`config.mk`:
```
export PLATFORM = sky130hd
export DESIGN_NAME = low_battery_double_blink
export DESIGN_NICKNAME = d
export VERILOG_FILES = /design/src/lbdb_pkg.sv /design/src/low_battery_double_blink.sv /design/src/lbdb_regs.sv /design/src/lbdb_step.sv
export SDC_FILE = /design/constraint.sdc
export NUM_CORES = 1
export LEC_CHECK = 0
export ABC_CLOCK_PERIOD_IN_PS = 7600
export BUFFER_PORTS_ARGS = -buffer_cell sky130_fd_sc_hd__buf_2
export CAP_MARGIN = 0
export CORE_MARGIN = 5
export CORE_UTILIZATION = 55
export CTS_CLUSTER_SIZE = 30
export DETAILED_ROUTE_END_ITERATION = 16
export PLACE_DENSITY = 0.77
export SKIP_CTS_REPAIR_TIMING = 1
export SLEW_MARGIN = 15
export SYNTH_ARGS = -nofsm -noshare
export SYNTH_HDL_FRONTEND = slang
export SYNTH_SLANG_ARGS = --single-unit
```
`constraint.sdc`:
```
create_clock -name i_clk -period 7.6 [get_ports i_clk]
set_input_delay 1.52 -clock i_clk [delete_from_list [all_inputs] [get_ports i_clk]]
set_output_delay 1.52 -clock i_clk [all_outputs]
set_load 0.01 [all_outputs]
```
`src/lbdb_pkg.sv`:
```
package lbdb_pkg;

    // Width of the tick countdown; delay loads saturate at its largest value.
    localparam int CountWidth = 16;
    localparam logic [32:0] CntMax = (33'd1 << CountWidth) - 33'd1;

    // Register indexes on the configuration port (byte address = 4 * index).
    localparam logic [2:0] RegLowThreshold   = 3'd0;
    localparam logic [2:0] RegOnTicks        = 3'd1;
    localparam logic [2:0] RegGapTicks       = 3'd2;
    localparam logic [2:0] RegRepeatTicks    = 3'd3;
    localparam logic [2:0] RegUsbRecheck     = 3'd4;
    localparam logic [2:0] RegInitialDelay   = 3'd5;

    // Register reset values.
    localparam logic [6:0]  ThresholdReset = 7'd15;
    localparam logic [15:0] OnReset        = 16'd180;
    localparam logic [15:0] GapReset       = 16'd220;
    localparam logic [15:0] RepeatReset    = 16'd60000;
    localparam logic [15:0] UsbReset       = 16'd10000;
    localparam logic [15:0] InitReset      = 16'd5000;

    // Level value that means no charge reading has been seen yet.
    localparam logic [7:0] LevelUnknown = 8'd255;

    // Blink phases.
    localparam logic [1:0] PhaseIdle   = 2'd0;
    localparam logic [1:0] PhaseFirst  = 2'd1;
    localparam logic [1:0] PhaseGap    = 2'd2;
    localparam logic [1:0] PhaseSecond = 2'd3;

    typedef struct packed {
        logic       charge_event;
        logic [6:0] charge;
        logic       usb_present;
    } t_in_beat;

    typedef struct packed {
        logic       led_on;
        logic [1:0] blink_phase;
        logic       battery_low;
    } t_out_beat;

    typedef struct packed {
        logic [6:0]  low_threshold;
        logic [15:0] on_ticks;
        logic [15:0] gap_ticks;
        logic [15:0] repeat_ticks;
        logic [15:0] usb_recheck_ticks;
        logic [15:0] initial_delay_ticks;
    } t_cfg;

    typedef struct packed {
        logic [7:0]            level;
        logic [1:0]            phase;
        logic                  pending;
        logic [CountWidth-1:0] countdown;
        logic                  led;
        logic                  awaiting;
    } t_state;

    // Saturating load of a 16-bit delay into the countdown.
    function automatic logic [CountWidth-1:0] clamp_count(input logic [15:0] d);
        logic [32:0] wide;
        wide = 33'(d);
        if (wide > CntMax) begin
            return CountWidth'(CntMax);
        end
        return CountWidth'(wide);
    endfunction

endpackage

```
`src/low_battery_double_blink.sv`:
```
// Channel   | Direction | Handshake                   | Payload
// input     | in        | i_in_valid / o_in_stall     | i_in_beat  (lbdb_pkg::t_in_beat)
// output    | out       | o_out_valid / i_out_stall   | o_out_beat (lbdb_pkg::t_out_beat)
// config    | in        | psel, penable, pwrite/pready | paddr, pwdata, prdata
//
// One tick beat is accepted every cycle while o_in_stall is low; its result is set
// by the single next-state step between the state and output registers.
// Reset is synchronous and active low; it restores the registers, arms the
// initial delay and empties the output buffer.
// A two-entry output buffer lets one beat enter while a result is held;
// o_in_stall rises only once both entries are full.
module low_battery_double_blink (
    input  logic                 i_clk,
    input  logic                 i_rst_n,
    input  logic                 i_in_valid,
    output logic                 o_in_stall,
    input  lbdb_pkg::t_in_beat   i_in_beat,
    output logic                 o_out_valid,
    input  logic                 i_out_stall,
    output lbdb_pkg::t_out_beat  o_out_beat,
    input  logic                 psel,
    input  logic                 penable,
    input  logic                 pwrite,
    input  logic [4:0]           paddr,
    input  logic [31:0]          pwdata,
    output logic [31:0]          prdata,
    output logic                 pready
);

    lbdb_pkg::t_cfg      w_cfg;
    logic                w_init_wr;
    lbdb_pkg::t_state    r_state;
    lbdb_pkg::t_state    n_state;
    lbdb_pkg::t_out_beat w_res;
    lbdb_pkg::t_out_beat r_out;
    lbdb_pkg::t_out_beat r_skid;
    logic                r_out_valid;
    logic                r_skid_valid;
    logic                w_accept;
    logic                w_take;

    lbdb_regs u_regs (
        .i_clk     (i_clk),
        .i_rst_n   (i_rst_n),
        .psel      (psel),
        .penable   (penable),
        .pwrite    (pwrite),
        .paddr     (paddr),
        .pwdata    (pwdata),
        .prdata    (prdata),
        .pready    (pready),
        .o_cfg     (w_cfg),
        .o_init_wr (w_init_wr)
    );

    lbdb_step u_step (
        .i_cfg   (w_cfg),
        .i_state (r_state),
        .i_beat  (i_in_beat),
        .o_state (n_state),
        .o_beat  (w_res)
    );

    assign w_accept = i_in_valid & ~r_skid_valid;
    assign w_take   = r_out_valid & ~i_out_stall;

    // Indicator state; a write of the initial delay during the first wait reloads it unless a beat is accepted.
    always_ff @(posedge i_clk) begin
        if (!i_rst_n) begin
            r_state.level     <= lbdb_pkg::LevelUnknown;
            r_state.phase     <= lbdb_pkg::PhaseIdle;
            r_state.pending   <= 1'b1;
            r_state.countdown <= lbdb_pkg::clamp_count(lbdb_pkg::InitReset);
            r_state.led       <= 1'b0;
            r_state.awaiting  <= 1'b1;
        end else if (w_accept) begin
            r_state <= n_state;
        end else if (w_init_wr && r_state.awaiting) begin
            r_state.countdown <= lbdb_pkg::clamp_count(pwdata[15:0]);
        end
    end

    // Output register with a skid entry behind it.
    always_ff @(posedge i_clk) begin
        if (!i_rst_n) begin
            r_out_valid  <= 1'b0;
            r_skid_valid <= 1'b0;
        end else if (w_take || !r_out_valid) begin
            r_out_valid  <= r_skid_valid | w_accept;
            r_skid_valid <= 1'b0;
        end else if (w_accept) begin
            r_skid_valid <= 1'b1;
        end
    end

    always_ff @(posedge i_clk) begin
        if (w_take || !r_out_valid) begin
            r_out <= r_skid_valid ? r_skid : w_res;
        end else if (w_accept) begin
            r_skid <= w_res;
        end
    end

    assign o_in_stall  = r_skid_valid;
    assign o_out_valid = r_out_valid;
    assign o_out_beat  = r_out;

endmodule

```
`src/lbdb_regs.sv`:
```
module lbdb_regs (
    input  logic                i_clk,
    input  logic                i_rst_n,
    input  logic                psel,
    input  logic                penable,
    input  logic                pwrite,
    input  logic [4:0]          paddr,
    input  logic [31:0]         pwdata,
    output logic [31:0]         prdata,
    output logic                pready,
    output lbdb_pkg::t_cfg      o_cfg,
    output logic                o_init_wr
);

    lbdb_pkg::t_cfg r_cfg;
    logic           w_wr;
    logic [2:0]     w_idx;

    assign pready = 1'b1;
    assign w_idx  = paddr[4:2];
    assign w_wr   = psel & penable & pwrite;

    // Register file; writes beyond the last register are dropped.
    always_ff @(posedge i_clk) begin
        if (!i_rst_n) begin
            r_cfg.low_threshold       <= lbdb_pkg::ThresholdReset;
            r_cfg.on_ticks            <= lbdb_pkg::OnReset;
            r_cfg.gap_ticks           <= lbdb_pkg::GapReset;
            r_cfg.repeat_ticks        <= lbdb_pkg::RepeatReset;
            r_cfg.usb_recheck_ticks   <= lbdb_pkg::UsbReset;
            r_cfg.initial_delay_ticks <= lbdb_pkg::InitReset;
        end else if (w_wr) begin
            unique case (w_idx)
                lbdb_pkg::RegLowThreshold: r_cfg.low_threshold       <= pwdata[6:0];
                lbdb_pkg::RegOnTicks:      r_cfg.on_ticks            <= pwdata[15:0];
                lbdb_pkg::RegGapTicks:     r_cfg.gap_ticks           <= pwdata[15:0];
                lbdb_pkg::RegRepeatTicks:  r_cfg.repeat_ticks        <= pwdata[15:0];
                lbdb_pkg::RegUsbRecheck:   r_cfg.usb_recheck_ticks   <= pwdata[15:0];
                lbdb_pkg::RegInitialDelay: r_cfg.initial_delay_ticks <= pwdata[15:0];
                default: ;
            endcase
        end
    end

    // Read-back mux.
    always_comb begin
        unique case (w_idx)
            lbdb_pkg::RegLowThreshold: prdata = 32'(r_cfg.low_threshold);
            lbdb_pkg::RegOnTicks:      prdata = 32'(r_cfg.on_ticks);
            lbdb_pkg::RegGapTicks:     prdata = 32'(r_cfg.gap_ticks);
            lbdb_pkg::RegRepeatTicks:  prdata = 32'(r_cfg.repeat_ticks);
            lbdb_pkg::RegUsbRecheck:   prdata = 32'(r_cfg.usb_recheck_ticks);
            lbdb_pkg::RegInitialDelay: prdata = 32'(r_cfg.initial_delay_ticks);
            default:                   prdata = 32'd0;
        endcase
    end

    assign o_cfg     = r_cfg;
    assign o_init_wr = w_wr && (w_idx == lbdb_pkg::RegInitialDelay);

endmodule

```
`src/lbdb_step.sv`:
```
module lbdb_step (
    input  lbdb_pkg::t_cfg     i_cfg,
    input  lbdb_pkg::t_state   i_state,
    input  lbdb_pkg::t_in_beat i_beat,
    output lbdb_pkg::t_state   o_state,
    output lbdb_pkg::t_out_beat o_beat
);

    lbdb_pkg::t_state s;
    logic [7:0]       w_thr;
    logic [7:0]       w_charge;

    assign w_thr    = 8'(i_cfg.low_threshold);
    assign w_charge = 8'(i_beat.charge);

    // One timer tick: the charge event first, then the countdown and firing.
    always_comb begin
        s = i_state;

        if (i_beat.charge_event) begin
            s.level = w_charge;
            if (s.level <= w_thr) begin
                if (!s.pending) begin
                    s.pending   = 1'b1;
                    s.countdown = '0;
                    s.awaiting  = 1'b0;
                end
            end else begin
                s.pending  = 1'b0;
                s.phase    = lbdb_pkg::PhaseIdle;
                s.led      = 1'b0;
                s.awaiting = 1'b0;
            end
        end

        if (s.pending) begin
            if (s.countdown != '0) begin
                s.countdown = s.countdown - lbdb_pkg::CountWidth'(1);
            end
            if (s.countdown == '0) begin
                // Timer fires.
                s.awaiting = 1'b0;
                s.pending  = 1'b0;
                if (s.level == lbdb_pkg::LevelUnknown) begin
                    s.level = w_charge;
                end
                if (s.level > w_thr) begin
                    s.phase = lbdb_pkg::PhaseIdle;
                    s.led   = 1'b0;
                end else if (i_beat.usb_present) begin
                    s.phase     = lbdb_pkg::PhaseIdle;
                    s.led       = 1'b0;
                    s.pending   = 1'b1;
                    s.countdown = lbdb_pkg::clamp_count(i_cfg.usb_recheck_ticks);
                end else begin
                    s.pending = 1'b1;
                    case (s.phase)
                        lbdb_pkg::PhaseIdle: begin
                            s.led       = 1'b1;
                            s.phase     = lbdb_pkg::PhaseFirst;
                            s.countdown = lbdb_pkg::clamp_count(i_cfg.on_ticks);
                        end
                        lbdb_pkg::PhaseFirst: begin
                            s.led       = 1'b0;
                            s.phase     = lbdb_pkg::PhaseGap;
                            s.countdown = lbdb_pkg::clamp_count(i_cfg.gap_ticks);
                        end
                        lbdb_pkg::PhaseGap: begin
                            s.led       = 1'b1;
                            s.phase     = lbdb_pkg::PhaseSecond;
                            s.countdown = lbdb_pkg::clamp_count(i_cfg.on_ticks);
                        end
                        default: begin
                            s.led       = 1'b0;
                            s.phase     = lbdb_pkg::PhaseIdle;
                            s.countdown = lbdb_pkg::clamp_count(i_cfg.repeat_ticks);
                        end
                    endcase
                end
            end
        end
    end

    assign o_state            = s;
    assign o_beat.led_on      = s.led;
    assign o_beat.blink_phase = s.phase;
    assign o_beat.battery_low = (s.level <= w_thr);

endmodule

```
==> impl_metrics.csv <==
group,metric,value,unit
grt,grt_pass1_wl,37.6,mm
sta,worst_slew_pin_slew,919,ps
power_and_ir_drop,power.density,201,nW/um^2
drt,dr.pass1.iters,6,
clock_tree,clk_latency,430,ps
drt,first_iter_violations,894,
final_layout,nNetsFinal,1107,
sta,skew,4.33,ps
drt,wirelength,23.7,mm
hold_path,min_path_cells,2,
sta,period_needed,6590,ps
synth,yosys.area.top_type,"dfxtp_1",
final_layout,diodes,0,
synth,synth.most_common_cell,"nand2_1",
placed_design,dpl_worst_slack,614,ps
synth,yosys_warnings,0,
sta,slew_headroom,0.381,
power_and_ir_drop,power.total,0.00171,W
clock_tree,ctsRootBufferMaster,"clkbuf_16",
floorplanning,ios,92,
setup_path,slowest_delay,440,ps
synth,syn_area_per_cell,7.62,sq um
synth,syn-cell-area,7710,sq um
synth,synth_edf_count,8,
clock_tree,path_clk_slew,60,ps
grt,grt_max_degree,58,
synth,async_reset_ff_frac,0,
grt,track_usage,0.287,
setup_path,cp_max_fo,8,
final_layout,drive_gt1_frac,0.137,
floorplanning,row_count,43,
grt,grt_pass1_vias,7079,
run_status,outcome,"finished, final reports clean",
sta,max_clock_freq,152,MHz
synth,ys_types,68,
sta,fin_ws,1010,ps
setup_path,rr_worst_depth,27,
sta,tns,0,ps
drt,num_vias,7800,
setup_path,r2r-end,"o_out_beat[0]$_DFFE_PP_",
sta,slew_violations,0,
sta,setup_viol,0,
grt,antenna_found_initial,0,
sta,whs,453,ps
power_and_ir_drop,leakagePower,3.43,nW
setup_path,path_class,"in -> reg",
setup_path,cpMaxStageDelayCell,"o41ai_1",
flow_run,drv_cap,0,
drt,antenna_left,0,
hold_path,min_path_type,"reg -> reg",
placed_design,place_area,7990,sq um
sta,hold_viol_final,0,
synth,yosys.area.top_type_share,0.307,
synth,yosys_register_bits,126,
setup_path,cp_common_cell,"o21a_1",
synth,synthTopCellsByCount,"nand2_1 (242), dfxtp_1 (118), a21oi_1 (93)",
power_and_ir_drop,ir_drop,0.178,mV
setup_path,rrSetupSlack,1700,ps
synth,synth_cells,1011,
clock_tree,cts_buffer_depth,2,
synth,synth_seq_area_share,0.338,
clock_tree,cts_max_level,4,
floorplanning,die_area,16500,sq um
placed_design,hpwl,15.6,mm
clock_tree,cts.sinks,126,
sta,rsz0062_at_grt,"false",
synth,synth_flop_cell,"dfxtp_1",
floorplanning,start_util,0.557,
floorplanning,die_y,128,microns
setup_path,cp.arrival,6880,ps
hold_path,min_from,"u_regs.o_cfg[11]$_SDFFE_PN0P_",
placed_design,port_buffers,56,
setup_path,worstPathRequired,7890,ps
setup_path,cp-end-kind,"flop",
hold_path,holdPathEnd,"u_regs.o_cfg[11]$_SDFFE_PN0P_",
drt,drc,0,
floorplanning,core,13800,sq um
drt,detail_route.wl_per_cell,19.5,microns
drt,vias_per_cell,6.40,
synth,netlist_top_cells_area,"dfxtp_1 (31%), nand2_1 (12%), a21oi_1 (6.0%)",
grt,grt_overflow,0,
setup_path,r2r-start,"u_regs.o_cfg[85]$_SDFFE_PN0P_",
clock_tree,cts_tree,"yes",
setup_path,startpoint_type,"input port",
placed_design,gp_congestion,0.886,
sta,fin_crit_sh,0.867,
floorplanning,die-width,128,microns
final_layout,design_area,8520,sq um
clock_tree,numCtsBuffers,17,
final_layout,area_delta_synth_final,10.6,%
==> where the power goes <==
| group | leakage, nW | internal (W) | switching, W | total [W] |
|---|---|---|---|---|
| combinational | 2.13 | 0.0000953 | 0.000162 | 0.000257 |
| clock | 0.261 | 0.000447 | 0.000294 | 0.000741 |
| sequential | 1.04 | 0.000687 | 0.0000282 | 0.000715 |
==> cells in the final DEF (no fill, tap or decap), types with 22 or more instances in the layout <==
cell	instances
nand2_1	242
dfxtp_1	118
a21oi_1	93
nor2_1	56
buf_2	56
nand3_1	47
o21ai_0	46
mux2i_1	27
ha_1	26
mux2_2	22
==> area by class of cell <==
class	count	area, sq um
Fill cell	1224	5310
Multi-Input combinational cell	789	4680
Sequential cell	126	2600
Clock buffer	24	493
Timing Repair Buffer	74	415
Tap cell	180	225
Inverter	20	75.1
Clock inverter	6	33.8
==> sequential cells by signal (all words and copies together), names as in the netlist <==
signal / cells
r_skid: 4
o_out_valid: 1
u_regs.o_cfg: 87
o_in_stall: 1
r_state: 29
o_out_beat: 4
==> how the worst max path moves through the flow <==
stage	start	endpoint	slack [ps]	cells after the start
after floorplan	i_in_beat[7]	o_out_beat[0]$_DFFE_PP_	750	28
after CTS	i_in_beat[7]	o_out_beat[0]$_DFFE_PP_	1040	26
after detailed placement	i_in_beat[7]	o_out_beat[0]$_DFFE_PP_	610	26
final	i_in_beat[3]	o_out_beat[0]$_DFFE_PP_	1010	27
after global routing	i_in_beat[7]	o_out_beat[0]$_DFFE_PP_	660	26
after global placement	i_in_beat[7]	o_out_beat[0]$_DFFE_PP_	660	26
==> per-layer routing <==
metal  vias up  share of wire  GRT usage
met1      3662           0.42      0.393
met4         0          0.024      0.110
met3        58          0.099     0.0643
met5         -              0          0
met2       436           0.46      0.444
li1       3644              -          -
==> stage by stage <==
stage / utilization / instances
after CTS: 0.616 / 1219
after floorplan: - / 1026
after global placement: 0.578 / 1189
after detailed placement: 0.578 / 1189
final: 0.616 / 1219
after global routing: 0.616 / 1219
==> worst max-delay path: cells and delay by family <==
family	cells	cell delay, ps
adders and majority gates	3	860
and+or+nand+nor	6	1060
muxes	1	220
AOI/OAI and AO/OA	14	2850
buffers and inverters	3	370
==> cells by family after synthesis <==
logic type / count (synthesis) / synth area share
AO/OA/AOI/OAI: 272 / 0.227
buffers and inverters: 111 / 0.0656
other: 2 / 0.000975
multiplexers: 52 / 0.0750
adder cells (fa/ha/maj): 26 / 0.0422
flip-flops: 126 / 0.338
XOR/XNOR: 4 / 0.00455
AND/OR/NAND/NOR: 418 / 0.247
Power figures use the tool's default switching activity.
